$ cat src/hdl/clex_pkg.sv
// Package for the C subset lexer: transaction types, token kind codes,
// keyword table and byte classification helpers.
// Used by every module under hdl; depends on nothing.
package clex_pkg;

  localparam int KEYWORD_BYTES_DFLT = 6;
  localparam int LENGTH_BITS_DFLT   = 8;
  localparam int POSITION_BITS_DFLT = 32;

  localparam int KW_COUNT   = 9;
  localparam int KW_MAX_LEN = 6;

  typedef logic [4:0]  token_kind_t;
  typedef logic [31:0] token_start_t;
  typedef logic [7:0]  token_length_t;
  typedef logic [7:0]  char_t;

  localparam logic REQ_CHAR = 1'b0;
  localparam logic REQ_EOF  = 1'b1;

  localparam token_kind_t KIND_IDENT   = 5'd0;
  localparam token_kind_t KIND_NUMBER  = 5'd1;
  localparam token_kind_t KIND_INT     = 5'd2;
  localparam token_kind_t KIND_FLOAT   = 5'd3;
  localparam token_kind_t KIND_CHAR    = 5'd4;
  localparam token_kind_t KIND_VOID    = 5'd5;
  localparam token_kind_t KIND_RETURN  = 5'd6;
  localparam token_kind_t KIND_IF      = 5'd7;
  localparam token_kind_t KIND_ELSE    = 5'd8;
  localparam token_kind_t KIND_WHILE   = 5'd9;
  localparam token_kind_t KIND_FOR     = 5'd10;
  localparam token_kind_t KIND_PLUS    = 5'd11;
  localparam token_kind_t KIND_MINUS   = 5'd12;
  localparam token_kind_t KIND_STAR    = 5'd13;
  localparam token_kind_t KIND_SLASH   = 5'd14;
  localparam token_kind_t KIND_LPAREN  = 5'd15;
  localparam token_kind_t KIND_RPAREN  = 5'd16;
  localparam token_kind_t KIND_ASSIGN  = 5'd17;
  localparam token_kind_t KIND_SEMI    = 5'd18;
  localparam token_kind_t KIND_LBRACE  = 5'd19;
  localparam token_kind_t KIND_RBRACE  = 5'd20;
  localparam token_kind_t KIND_EOF     = 5'd21;
  localparam token_kind_t KIND_UNKNOWN = 5'd22;

  localparam char_t CHAR_UNDERSCORE = 8'h5F;

  typedef struct packed {
    logic  req_type;
    char_t char_code;
  } lex_in_t;

  typedef struct packed {
    token_kind_t   token_kind;
    token_start_t  token_start;
    token_length_t token_length;
    logic          last;
  } lex_out_t;

  // Up to two results produced by one input transaction, in order.
  typedef struct packed {
    logic [1:0] count;
    lex_out_t   first;
    lex_out_t   second;
  } scan_res_t;

  localparam char_t KW_TEXT [KW_COUNT][KW_MAX_LEN] = '{
    '{"i", "n", "t", 8'h00, 8'h00, 8'h00},
    '{"f", "l", "o", "a", "t", 8'h00},
    '{"c", "h", "a", "r", 8'h00, 8'h00},
    '{"v", "o", "i", "d", 8'h00, 8'h00},
    '{"r", "e", "t", "u", "r", "n"},
    '{"i", "f", 8'h00, 8'h00, 8'h00, 8'h00},
    '{"e", "l", "s", "e", 8'h00, 8'h00},
    '{"w", "h", "i", "l", "e", 8'h00},
    '{"f", "o", "r", 8'h00, 8'h00, 8'h00}
  };

  localparam logic [2:0] KW_LEN [KW_COUNT] = '{
    3'd3, 3'd5, 3'd4, 3'd4, 3'd6, 3'd2, 3'd4, 3'd5, 3'd3
  };

  localparam token_kind_t KW_KIND [KW_COUNT] = '{
    KIND_INT, KIND_FLOAT, KIND_CHAR, KIND_VOID, KIND_RETURN,
    KIND_IF, KIND_ELSE, KIND_WHILE, KIND_FOR
  };

  function automatic logic is_digit(input char_t c);
    return (c >= "0") && (c <= "9");
  endfunction

  function automatic logic is_alpha(input char_t c);
    return ((c >= "A") && (c <= "Z")) || ((c >= "a") && (c <= "z"));
  endfunction

  function automatic logic is_space(input char_t c);
    return (c == 8'h20) || ((c >= 8'h09) && (c <= 8'h0D));
  endfunction

  function automatic token_kind_t punct_kind(input char_t c);
    token_kind_t kind;
    unique case (c)
      "+":     kind = KIND_PLUS;
      "-":     kind = KIND_MINUS;
      "*":     kind = KIND_STAR;
      "/":     kind = KIND_SLASH;
      "(":     kind = KIND_LPAREN;
      ")":     kind = KIND_RPAREN;
      "=":     kind = KIND_ASSIGN;
      ";":     kind = KIND_SEMI;
      "{":     kind = KIND_LBRACE;
      "}":     kind = KIND_RBRACE;
      default: kind = KIND_UNKNOWN;
    endcase
    return kind;
  endfunction

  // A length of zero means the identifier is too long to be a keyword.
  function automatic token_kind_t kw_kind(input logic [8*KW_MAX_LEN-1:0] bytes,
                                          input logic [2:0] len);
    token_kind_t kind;
    logic        hit;
    kind = KIND_IDENT;
    for (int i = 0; i < KW_COUNT; i++) begin
      hit = (len == KW_LEN[i]);
      for (int j = 0; j < KW_MAX_LEN; j++) begin
        if ((3'(j) < KW_LEN[i]) && (bytes[8*j +: 8] != KW_TEXT[i][j])) begin
          hit = 1'b0;
        end
      end
      if (hit) begin
        kind = KW_KIND[i];
      end
    end
    return kind;
  endfunction

endpackage

$ cat src/hdl/clex_scan.sv
// Scanner core: run state, identifier prefix store and token formation for
// the transaction held in the input register. Depends on clex_pkg.
module clex_scan #(
  parameter int KEYWORD_BYTES = clex_pkg::KEYWORD_BYTES_DFLT,
  parameter int LENGTH_BITS   = clex_pkg::LENGTH_BITS_DFLT,
  parameter int POSITION_BITS = clex_pkg::POSITION_BITS_DFLT
) (
  input  logic                clk,
  input  logic                rst_n,
  input  logic                item_vld,
  input  clex_pkg::lex_in_t   item,
  input  logic                commit,
  output clex_pkg::scan_res_t scan_o
);

  typedef enum logic [2:0] {
    MODE_IDLE   = 3'b001,
    MODE_IDENT  = 3'b010,
    MODE_NUMBER = 3'b100
  } scan_mode_t;

  scan_mode_t               mode_r, mode_nxt;
  logic [POSITION_BITS-1:0] pos_r, pos_nxt;
  logic [POSITION_BITS-1:0] start_r, start_nxt;
  logic [LENGTH_BITS-1:0]   len_r, len_nxt;
  clex_pkg::char_t          prefix_r [KEYWORD_BYTES];

  clex_pkg::char_t                          c;
  logic                                     eof;
  logic                                     digit;
  logic                                     word;
  logic                                     space;
  logic                                     extend;
  logic                                     close_fire;
  logic                                     other_fire;
  logic                                     wr_en;
  logic [LENGTH_BITS-1:0]                   wr_idx;
  logic [8*clex_pkg::KW_MAX_LEN-1:0]        kw_bytes;
  logic [2:0]                               kw_len;
  clex_pkg::lex_out_t                       close_res;
  clex_pkg::lex_out_t                       other_res;

  always_comb begin
    c      = item.char_code;
    eof    = (item.req_type == clex_pkg::REQ_EOF);
    digit  = clex_pkg::is_digit(c);
    word   = digit || clex_pkg::is_alpha(c) || (c == clex_pkg::CHAR_UNDERSCORE);
    space  = clex_pkg::is_space(c);
    extend = !eof && (((mode_r == MODE_IDENT) && word) ||
                      ((mode_r == MODE_NUMBER) && digit));

    for (int j = 0; j < clex_pkg::KW_MAX_LEN; j++) begin
      kw_bytes[8*j +: 8] = prefix_r[j];
    end
    kw_len = (len_r <= LENGTH_BITS'(clex_pkg::KW_MAX_LEN)) ? len_r[2:0] : 3'd0;

    close_fire = (mode_r != MODE_IDLE) && !extend;
    other_fire = eof || (!extend && !space && !word);

    close_res.token_kind   = (mode_r == MODE_IDENT) ?
                             clex_pkg::kw_kind(kw_bytes, kw_len) : clex_pkg::KIND_NUMBER;
    close_res.token_start  = clex_pkg::token_start_t'(start_r);
    close_res.token_length = clex_pkg::token_length_t'(len_r);
    close_res.last         = !other_fire;

    other_res.token_kind   = eof ? clex_pkg::KIND_EOF : clex_pkg::punct_kind(c);
    other_res.token_start  = clex_pkg::token_start_t'(pos_r);
    other_res.token_length = eof ? 8'd0 : 8'd1;
    other_res.last         = 1'b1;

    scan_o.count  = item_vld ? ({1'b0, close_fire} + {1'b0, other_fire}) : 2'd0;
    scan_o.first  = close_fire ? close_res : other_res;
    scan_o.second = other_res;

    mode_nxt  = mode_r;
    pos_nxt   = pos_r + POSITION_BITS'(1);
    start_nxt = start_r;
    len_nxt   = len_r;
    wr_en     = 1'b0;
    wr_idx    = len_r;
    if (eof) begin
      mode_nxt = MODE_IDLE;
      pos_nxt  = '0;
      len_nxt  = '0;
    end else if (extend) begin
      wr_en = 1'b1;
      if (len_r != '1) begin
        len_nxt = len_r + LENGTH_BITS'(1);
      end
    end else begin
      mode_nxt = MODE_IDLE;
      if (word) begin
        mode_nxt  = digit ? MODE_NUMBER : MODE_IDENT;
        start_nxt = pos_r;
        len_nxt   = LENGTH_BITS'(1);
        wr_en     = 1'b1;
        wr_idx    = '0;
      end
    end
  end

  always_ff @(posedge clk) begin
    if (!rst_n) begin
      mode_r  <= MODE_IDLE;
      pos_r   <= '0;
      start_r <= '0;
      len_r   <= '0;
    end else if (commit) begin
      mode_r  <= mode_nxt;
      pos_r   <= pos_nxt;
      start_r <= start_nxt;
      len_r   <= len_nxt;
    end
  end

  // Only the first KEYWORD_BYTES bytes of an identifier are kept.
  always_ff @(posedge clk) begin
    for (int i = 0; i < KEYWORD_BYTES; i++) begin
      if (commit && wr_en && (wr_idx == LENGTH_BITS'(i))) begin
        prefix_r[i] <= c;
      end
    end
  end

`ifndef SYNTH
  a_open_run_nonempty: assert property (@(posedge clk) disable iff (!rst_n)
    (mode_r != MODE_IDLE) |-> (len_r != '0))
    else $error("open run with zero length");

  a_eof_rewinds: assert property (@(posedge clk) disable iff (!rst_n)
    (commit && eof) |=> ((pos_r == '0) && (mode_r == MODE_IDLE)))
    else $error("end of input did not rewind the scanner");

  a_pair_last: assert property (@(posedge clk) disable iff (!rst_n)
    (scan_o.count == 2'd2) |-> (!scan_o.first.last && scan_o.second.last))
    else $error("last flag misplaced on a two-token transaction");
`endif

endmodule

$ cat src/hdl/clex_obuf.sv
// Two-entry result buffer: takes up to two tokens per transaction and
// presents them one per cycle on the result channel while out_stall is low. Depends on clex_pkg.
module clex_obuf (
  input  logic                clk,
  input  logic                rst_n,
  input  clex_pkg::scan_res_t scan_i,
  output logic                room,
  output logic                out_valid,
  input  logic                out_stall,
  output clex_pkg::lex_out_t  out_data
);

  logic [1:0]         cnt_r, cnt_nxt;
  clex_pkg::lex_out_t s0_r, s0_nxt;
  clex_pkg::lex_out_t s1_r, s1_nxt;

  logic               pop;
  logic [1:0]         cnt_rem;
  logic [1:0]         push_n;

  always_comb begin
    pop     = (cnt_r != 2'd0) && !out_stall;
    cnt_rem = cnt_r - {1'b0, pop};
    room    = ({1'b0, cnt_rem} + {1'b0, scan_i.count}) <= 3'd2;
    push_n  = room ? scan_i.count : 2'd0;
    cnt_nxt = cnt_rem + push_n;

    // Survivors stay in front; new tokens fill in behind them.
    s0_nxt = (cnt_rem != 2'd0) ? (pop ? s1_r : s0_r) : scan_i.first;
    priority if (cnt_rem == 2'd2) begin
      s1_nxt = s1_r;
    end else if (cnt_rem == 2'd1) begin
      s1_nxt = scan_i.first;
    end else begin
      s1_nxt = scan_i.second;
    end
  end

  always_ff @(posedge clk) begin
    if (!rst_n) begin
      cnt_r <= 2'd0;
    end else begin
      cnt_r <= cnt_nxt;
    end
  end

  always_ff @(posedge clk) begin
    s0_r <= s0_nxt;
    s1_r <= s1_nxt;
  end

  assign out_valid = (cnt_r != 2'd0);
  assign out_data  = s0_r;

`ifndef SYNTH
  a_cnt_bound: assert property (@(posedge clk) disable iff (!rst_n)
    cnt_r != 2'd3)
    else $error("result buffer overfilled");
`endif

endmodule

$ cat src/hdl/c_subset_lexer.sv
// Byte-serial lexer for a small C subset: one byte or end mark per transaction.
// A transaction is held in the input register, its tokens in the result buffer.
// Throughput: one transaction per cycle unless in_stall; the result port moves
// one token per cycle unless out_stall, so a two-token transaction can hold the input once tokens queue.
// Reset (rst_n low, synchronous) empties all stages and rewinds the scanner;
// the identifier prefix store is not cleared.
module c_subset_lexer #(
  parameter int KEYWORD_BYTES = clex_pkg::KEYWORD_BYTES_DFLT,
  parameter int LENGTH_BITS   = clex_pkg::LENGTH_BITS_DFLT,
  parameter int POSITION_BITS = clex_pkg::POSITION_BITS_DFLT
) (
  input  logic               clk,
  input  logic               rst_n,
  input  logic               in_valid,
  output logic               in_stall,
  input  clex_pkg::lex_in_t  in_data,
  output logic               out_valid,
  input  logic               out_stall,
  output clex_pkg::lex_out_t out_data
);

  logic                in_vld_r;
  clex_pkg::lex_in_t   in_item_r;
  logic                room;
  logic                commit;
  logic                take;
  clex_pkg::scan_res_t scan_res;

  assign commit   = in_vld_r && room;
  assign in_stall = in_vld_r && !room;
  assign take     = in_valid && !in_stall;

  always_ff @(posedge clk) begin
    if (!rst_n) begin
      in_vld_r <= 1'b0;
    end else if (take) begin
      in_vld_r <= 1'b1;
    end else if (commit) begin
      in_vld_r <= 1'b0;
    end
  end

  always_ff @(posedge clk) begin
    if (take) begin
      in_item_r <= in_data;
    end
  end

  clex_scan #(
    .KEYWORD_BYTES (KEYWORD_BYTES),
    .LENGTH_BITS   (LENGTH_BITS),
    .POSITION_BITS (POSITION_BITS)
  ) u_scan (
    .clk      (clk),
    .rst_n    (rst_n),
    .item_vld (in_vld_r),
    .item     (in_item_r),
    .commit   (commit),
    .scan_o   (scan_res)
  );

  clex_obuf u_obuf (
    .clk       (clk),
    .rst_n     (rst_n),
    .scan_i    (scan_res),
    .room      (room),
    .out_valid (out_valid),
    .out_stall (out_stall),
    .out_data  (out_data)
  );

endmodule
$ cat config.mk
export PLATFORM = sky130hd
export DESIGN_NAME = c_subset_lexer
export DESIGN_NICKNAME = d
export VERILOG_FILES = /design/src/hdl/clex_pkg.sv /design/src/hdl/clex_scan.sv /design/src/hdl/clex_obuf.sv /design/src/hdl/c_subset_lexer.sv
export SDC_FILE = /design/constraint.sdc
export NUM_CORES = 1
export LEC_CHECK = 0
export BUFFER_PORTS_ARGS = -buffer_cell sky130_fd_sc_hd__clkbuf_2
export CORE_MARGIN = 4
export CORE_UTILIZATION = 38
export DETAILED_ROUTE_END_ITERATION = 12
export PLACE_DENSITY = 0.54
export SLEW_MARGIN = 0
export SYNTH_ARGS = -nofsm -noshare
export SYNTH_HDL_FRONTEND = slang
export SYNTH_SLANG_ARGS = --single-unit
$ cat constraint.sdc
create_clock -name clk -period 13.4 [get_ports clk]
set_clock_uncertainty 0.2 [all_clocks]
set_input_delay 0 -clock clk [delete_from_list [all_inputs] [get_ports clk]]
set_output_delay 0 -clock clk [all_outputs]
set_load 0.02 [all_outputs]
==> metrics.md <==
| Metric | Value |
|---|---|
| Static Leak | 4.231 nW |
| Num CTS Buffers | 26 |
| Worst Setup End Kind | register |
| Top cell type by total area after synthesis | edfxtp_1 |
| Number of remaining DRC errors | 0 |
| Syn_nets | 955 |
| Die ar. | 29890 um^2 |
| Setup Crit Path Kind | reg2reg |
| Count of input and output buffers | 60 |
| Data required, critical path | ~13 ns |
| Combinational family with the most area after synthesis | simple AND/OR/NAND/NOR gates |
| Mux share of post-synthesis cell area | around 6.6% |
| Cells after Synth | 934 |
| Synth top area share | 43.30% |
| Initial Util | 38.45% |
| H-tree levels | 1 |
| Number of fill cells | 2501 |
| Dpl hpwl | 15250 um |
| CP max FO | 46 |
| I/O Pins | around 60 |
| Largest net degree at the start of global routing | 80 |
| Place WS | between 7 and 8 ns |
| WL/cell | 17.42 um |
| Crit path launch type | register |
| Netlist cell types | a little under 80 |
| Cell mode on critical path | nor3_1 |
| Total wire length | around 24000 um |
| Minimum clock period | between 5 and 6 ns |
| Inserted Diodes | 0 |
| Synthesized area per cell | 11.06 um^2 |
| Chip Height | roughly 170 um |
| Final hold vios | 0 |
| CP top delay family | simple AND/OR/NAND/NOR gates |
| Max Freq | 175.7 MHz |
| Setup violations, final | 0 |
| Total gr overflow | 0 |
| Max incr delay on CP | 0.94 ns |
| GRT Overall Usage | 15.68% |
| Synth Area in Compound Gates | 7.714% |
| Final nets | between 1k and 1.5k |
| Vias in the first global route | 6830 |
| Clk buf depth | 3 |
| Core Rows | 60 |
| Final worst-path setup slack | about 7.7 ns |
| Clock latency reported for the late side of the worst-skew pair | 0.53 ns |
| Sequential area share after synthesis | 58.42% |
| Peak VDD IR | 0.0001075 V |
| Reg-to-reg slack, setup | 7.71 ns |
| Top Layer Used | met4 |
| CP arrival | around 5.6 ns |
| PwrDens | ~180 nW/um^2 |
| Post-Synth Simple-Gate Area | 20.43% |
| Hold Crit Class | in2reg |
| Final ANT Viol Nets | 0 |
| TritonRoute pass-1 iters | 7 |
| RePlAce Congestion | about 0.82 |
| First-pass GRT wire length | roughly 38000 um |
| Status | completed |
| Iteration-0 DRC Markers | 481 |
| Clock Root Buffer | clkbuf_16 |
| Worst slew pin tran | 1.165 ns |
| Core area | 26880 um^2 |
| Area contributors post-synth | edfxtp_1 (43%), dfxtp_1 (15%), nand2_1 (5.4%) |
| Vias post-DR | about 7.1k |
| Slowest cell on the critical path | nor3_1 |
| Relative slew slack | around 22% |
| Die X | ~170 um |
| Initial antenna violation count | 0 |
| Critical-path cell list | nor3_1 > a211o_1 > and4bb_1 > nor2b_4 > buf_4 > ha_1 > and2_1 > ha_1 > inv_1 > fa_1 > o211ai_1 > buf_4 > nor3_1 > nand3_1 > nor3_1 |
| Cts repair resizes | 0 |
| Adder-cell share of the synthesized area | 1.041% |
| Final setup TNS | 0 ns |
| Number of flops mapped to enable cells by yosys | 149 |
| Vias per cell | around 5.2 |
| Met2 routed WL | 11050 um |
| CTS sink cnt | 227 |
| CTS tree | yes |
| Main synth FF type | edfxtp_1 |
| Synth Area in XOR/XNOR | 2.967% |
| Met3 wire length | 913 um |
| DRT met1 WL | 11510 um |
| Fin crit share | 42.48% |
| Layout cells sized above 1 | about 13% |
| RSZ-0062 raised after global routing | no |
| Synth Cell Area | 10330 um^2 |
| Max Cap Viol | 0 |
| Layout area overhead | 15.85% |
| Worst-path clk slew | around 0.060 ns |
| Fraction of registers with async set or reset after synthesis | 0% |
| Buffers plus inverters on the worst setup path | 3 |
| Ys Warns | 0 |
| Slew Viols, Final | 0 |
| Flops & latches, synth | 227 |
[state kept, by name, summed over array words and instances, names as in the netlist, 2 cells and up]
name             flops
u_obuf.s1_r         46
u_scan.mode_r        3
u_scan.start_r      32
u_obuf.out_data     46
u_scan.pos_r        32
u_scan.prefix_r     48
in_item_r            9
u_scan.len_r         8
u_obuf.cnt_r         2
[final timing paths]
| path | cells after the start | from | to |
|---|---|---|---|
| setup / recovery | 15 | in_item_r[2]$_DFFE_PP_ | u_scan.prefix_r[2][7]$_DFFE_PP_ |
| hold / removal | 3 | rst_n | u_scan.mode_r[0]$_SDFFE_PN1P_ |
| setup reg to reg | 15 | in_item_r[2]$_DFFE_PP_ | u_scan.prefix_r[2][7]$_DFFE_PP_ |
| hold reg to reg | 2 | u_scan.start_r[22]$_SDFFE_PN0P_ | u_scan.start_r[22]$_SDFFE_PN0P_ |
[area by class of cell]
type	count	area [um^2]	share of cell area (%)
Tap cell	341	426.7	3.564
Timing Repair Buffer	91	588.1	4.913
Multi-Input combinational cell	645	4025	33.63
Inverter	16	60.06	0.5017
Sequential cell	227	6036	50.42
Clock inverter	12	126.4	1.056
Clock buffer	36	708.2	5.916
[cell usage after synthesis, types with 19 or more instances]
| master | n |
|---|---|
| clkbuf_1 | 26 |
| nor3_1 | 19 |
| xor2_1 | 22 |
| mux2i_1 | 34 |
| mux2_1 | 27 |
| nand2_1 | 149 |
| a21oi_1 | 48 |
| nor2_1 | 65 |
| dfxtp_1 | 78 |
| edfxtp_1 | 149 |
| nand4_1 | 21 |
| o21ai_0 | 22 |
| nand3_1 | 30 |
| o21ai_1 | 33 |
[cell families (layout without fill, tap and decap cells)]
family                     count (synthesis)  in the layout
DFF                                      227            227
xor gates and xnor gates                  35             35
adders and majority gates                  8              8
buffers and inverters                     62            155
muxes                                     64             64
AOI/OAI and AO/OA                        137            137
and+or+nand+nor                          401            401
[through the flow]
step | hold WS [ns] | cells | instance area, um^2 | total power, mW | utilization, %
2_1_floorplan | -0.1238 | 934 | 10330 | 1.360 | -
3_3_place_gp | -0.02323 | 1298 | 10920 | 1.534 | 40.61
3_5_place_dp | -0.02138 | 1298 | 10920 | 1.541 | 40.61
4_1_cts | 0.1306 | 1368 | 11970 | 2.232 | 44.54
5_1_grt | 0.2075 | 1368 | 11970 | 2.321 | 44.54
6_report | 0.1643 | 1368 | 11970 | 2.199 | 44.54
[power breakdown]
part	switching, mW	leakage (nW)	total [mW]	internal (mW)
Combinational	0.399	1.68	0.524	0.125
Clock	0.276	0.399	0.685	0.408
Sequential	0.0457	2.15	0.990	0.945
[placed cells by master, fill, tap and decap left out, types with 4 or more instances in the layout]
master	synthesis	layout
edfxtp_1	149	149
nand2_1	149	147
dfxtp_1	78	78
nor2_1	65	65
clkbuf_2	0	60
a21oi_1	48	48
mux2i_1	34	34
o21ai_1	33	33
nand3_1	30	30
mux2_1	27	27
clkbuf_16	0	26
xor2_1	22	22
dlygate4sd3_1	0	22
o21ai_0	22	21
nand4_1	21	21
nor3_1	19	19
and3_1	15	15
inv_1	14	14
and2_1	14	14
xnor2_1	13	13
nor2b_1	13	12
buf_4	6	9
clkbuf_1	26	8
nor4_1	7	7
ha_1	7	7
or4_1	6	6
a31oi_1	5	5
nand4b_1	5	5
nor3b_1	5	5
and4b_1	4	4
nand2b_1	4	4
nand3b_1	4	4
and4_1	4	4
o2bb2ai_1	4	4
or3_1	4	4
clkinv_2	0	4
[per-layer routing]
metal / vias up / GRT usage [%]
met5: - / 0
met4: 0 / 3.093
met3: 25 / 2.208
met2: 155 / 25.43
met1: 3391 / 22.72
li1: 3558 / -
[repair_timing]
item,CTS,global route
setup buffers,0,0
endpoints found under the hold margin,50,0
hold buffers,22,0
[worst reg2reg max path: cells and delay by family (launching register included)]
family / cells / cell delay (ns)
adder cells (fa/ha/maj): 3 / 0.98
flip-flops: 1 / 0.66
buffers and inverters: 3 / 0.86
AO/OA/AOI/OAI: 2 / 0.33
AND/OR/NAND/NOR: 7 / 2.27
(Power assumes the default switching activity.)
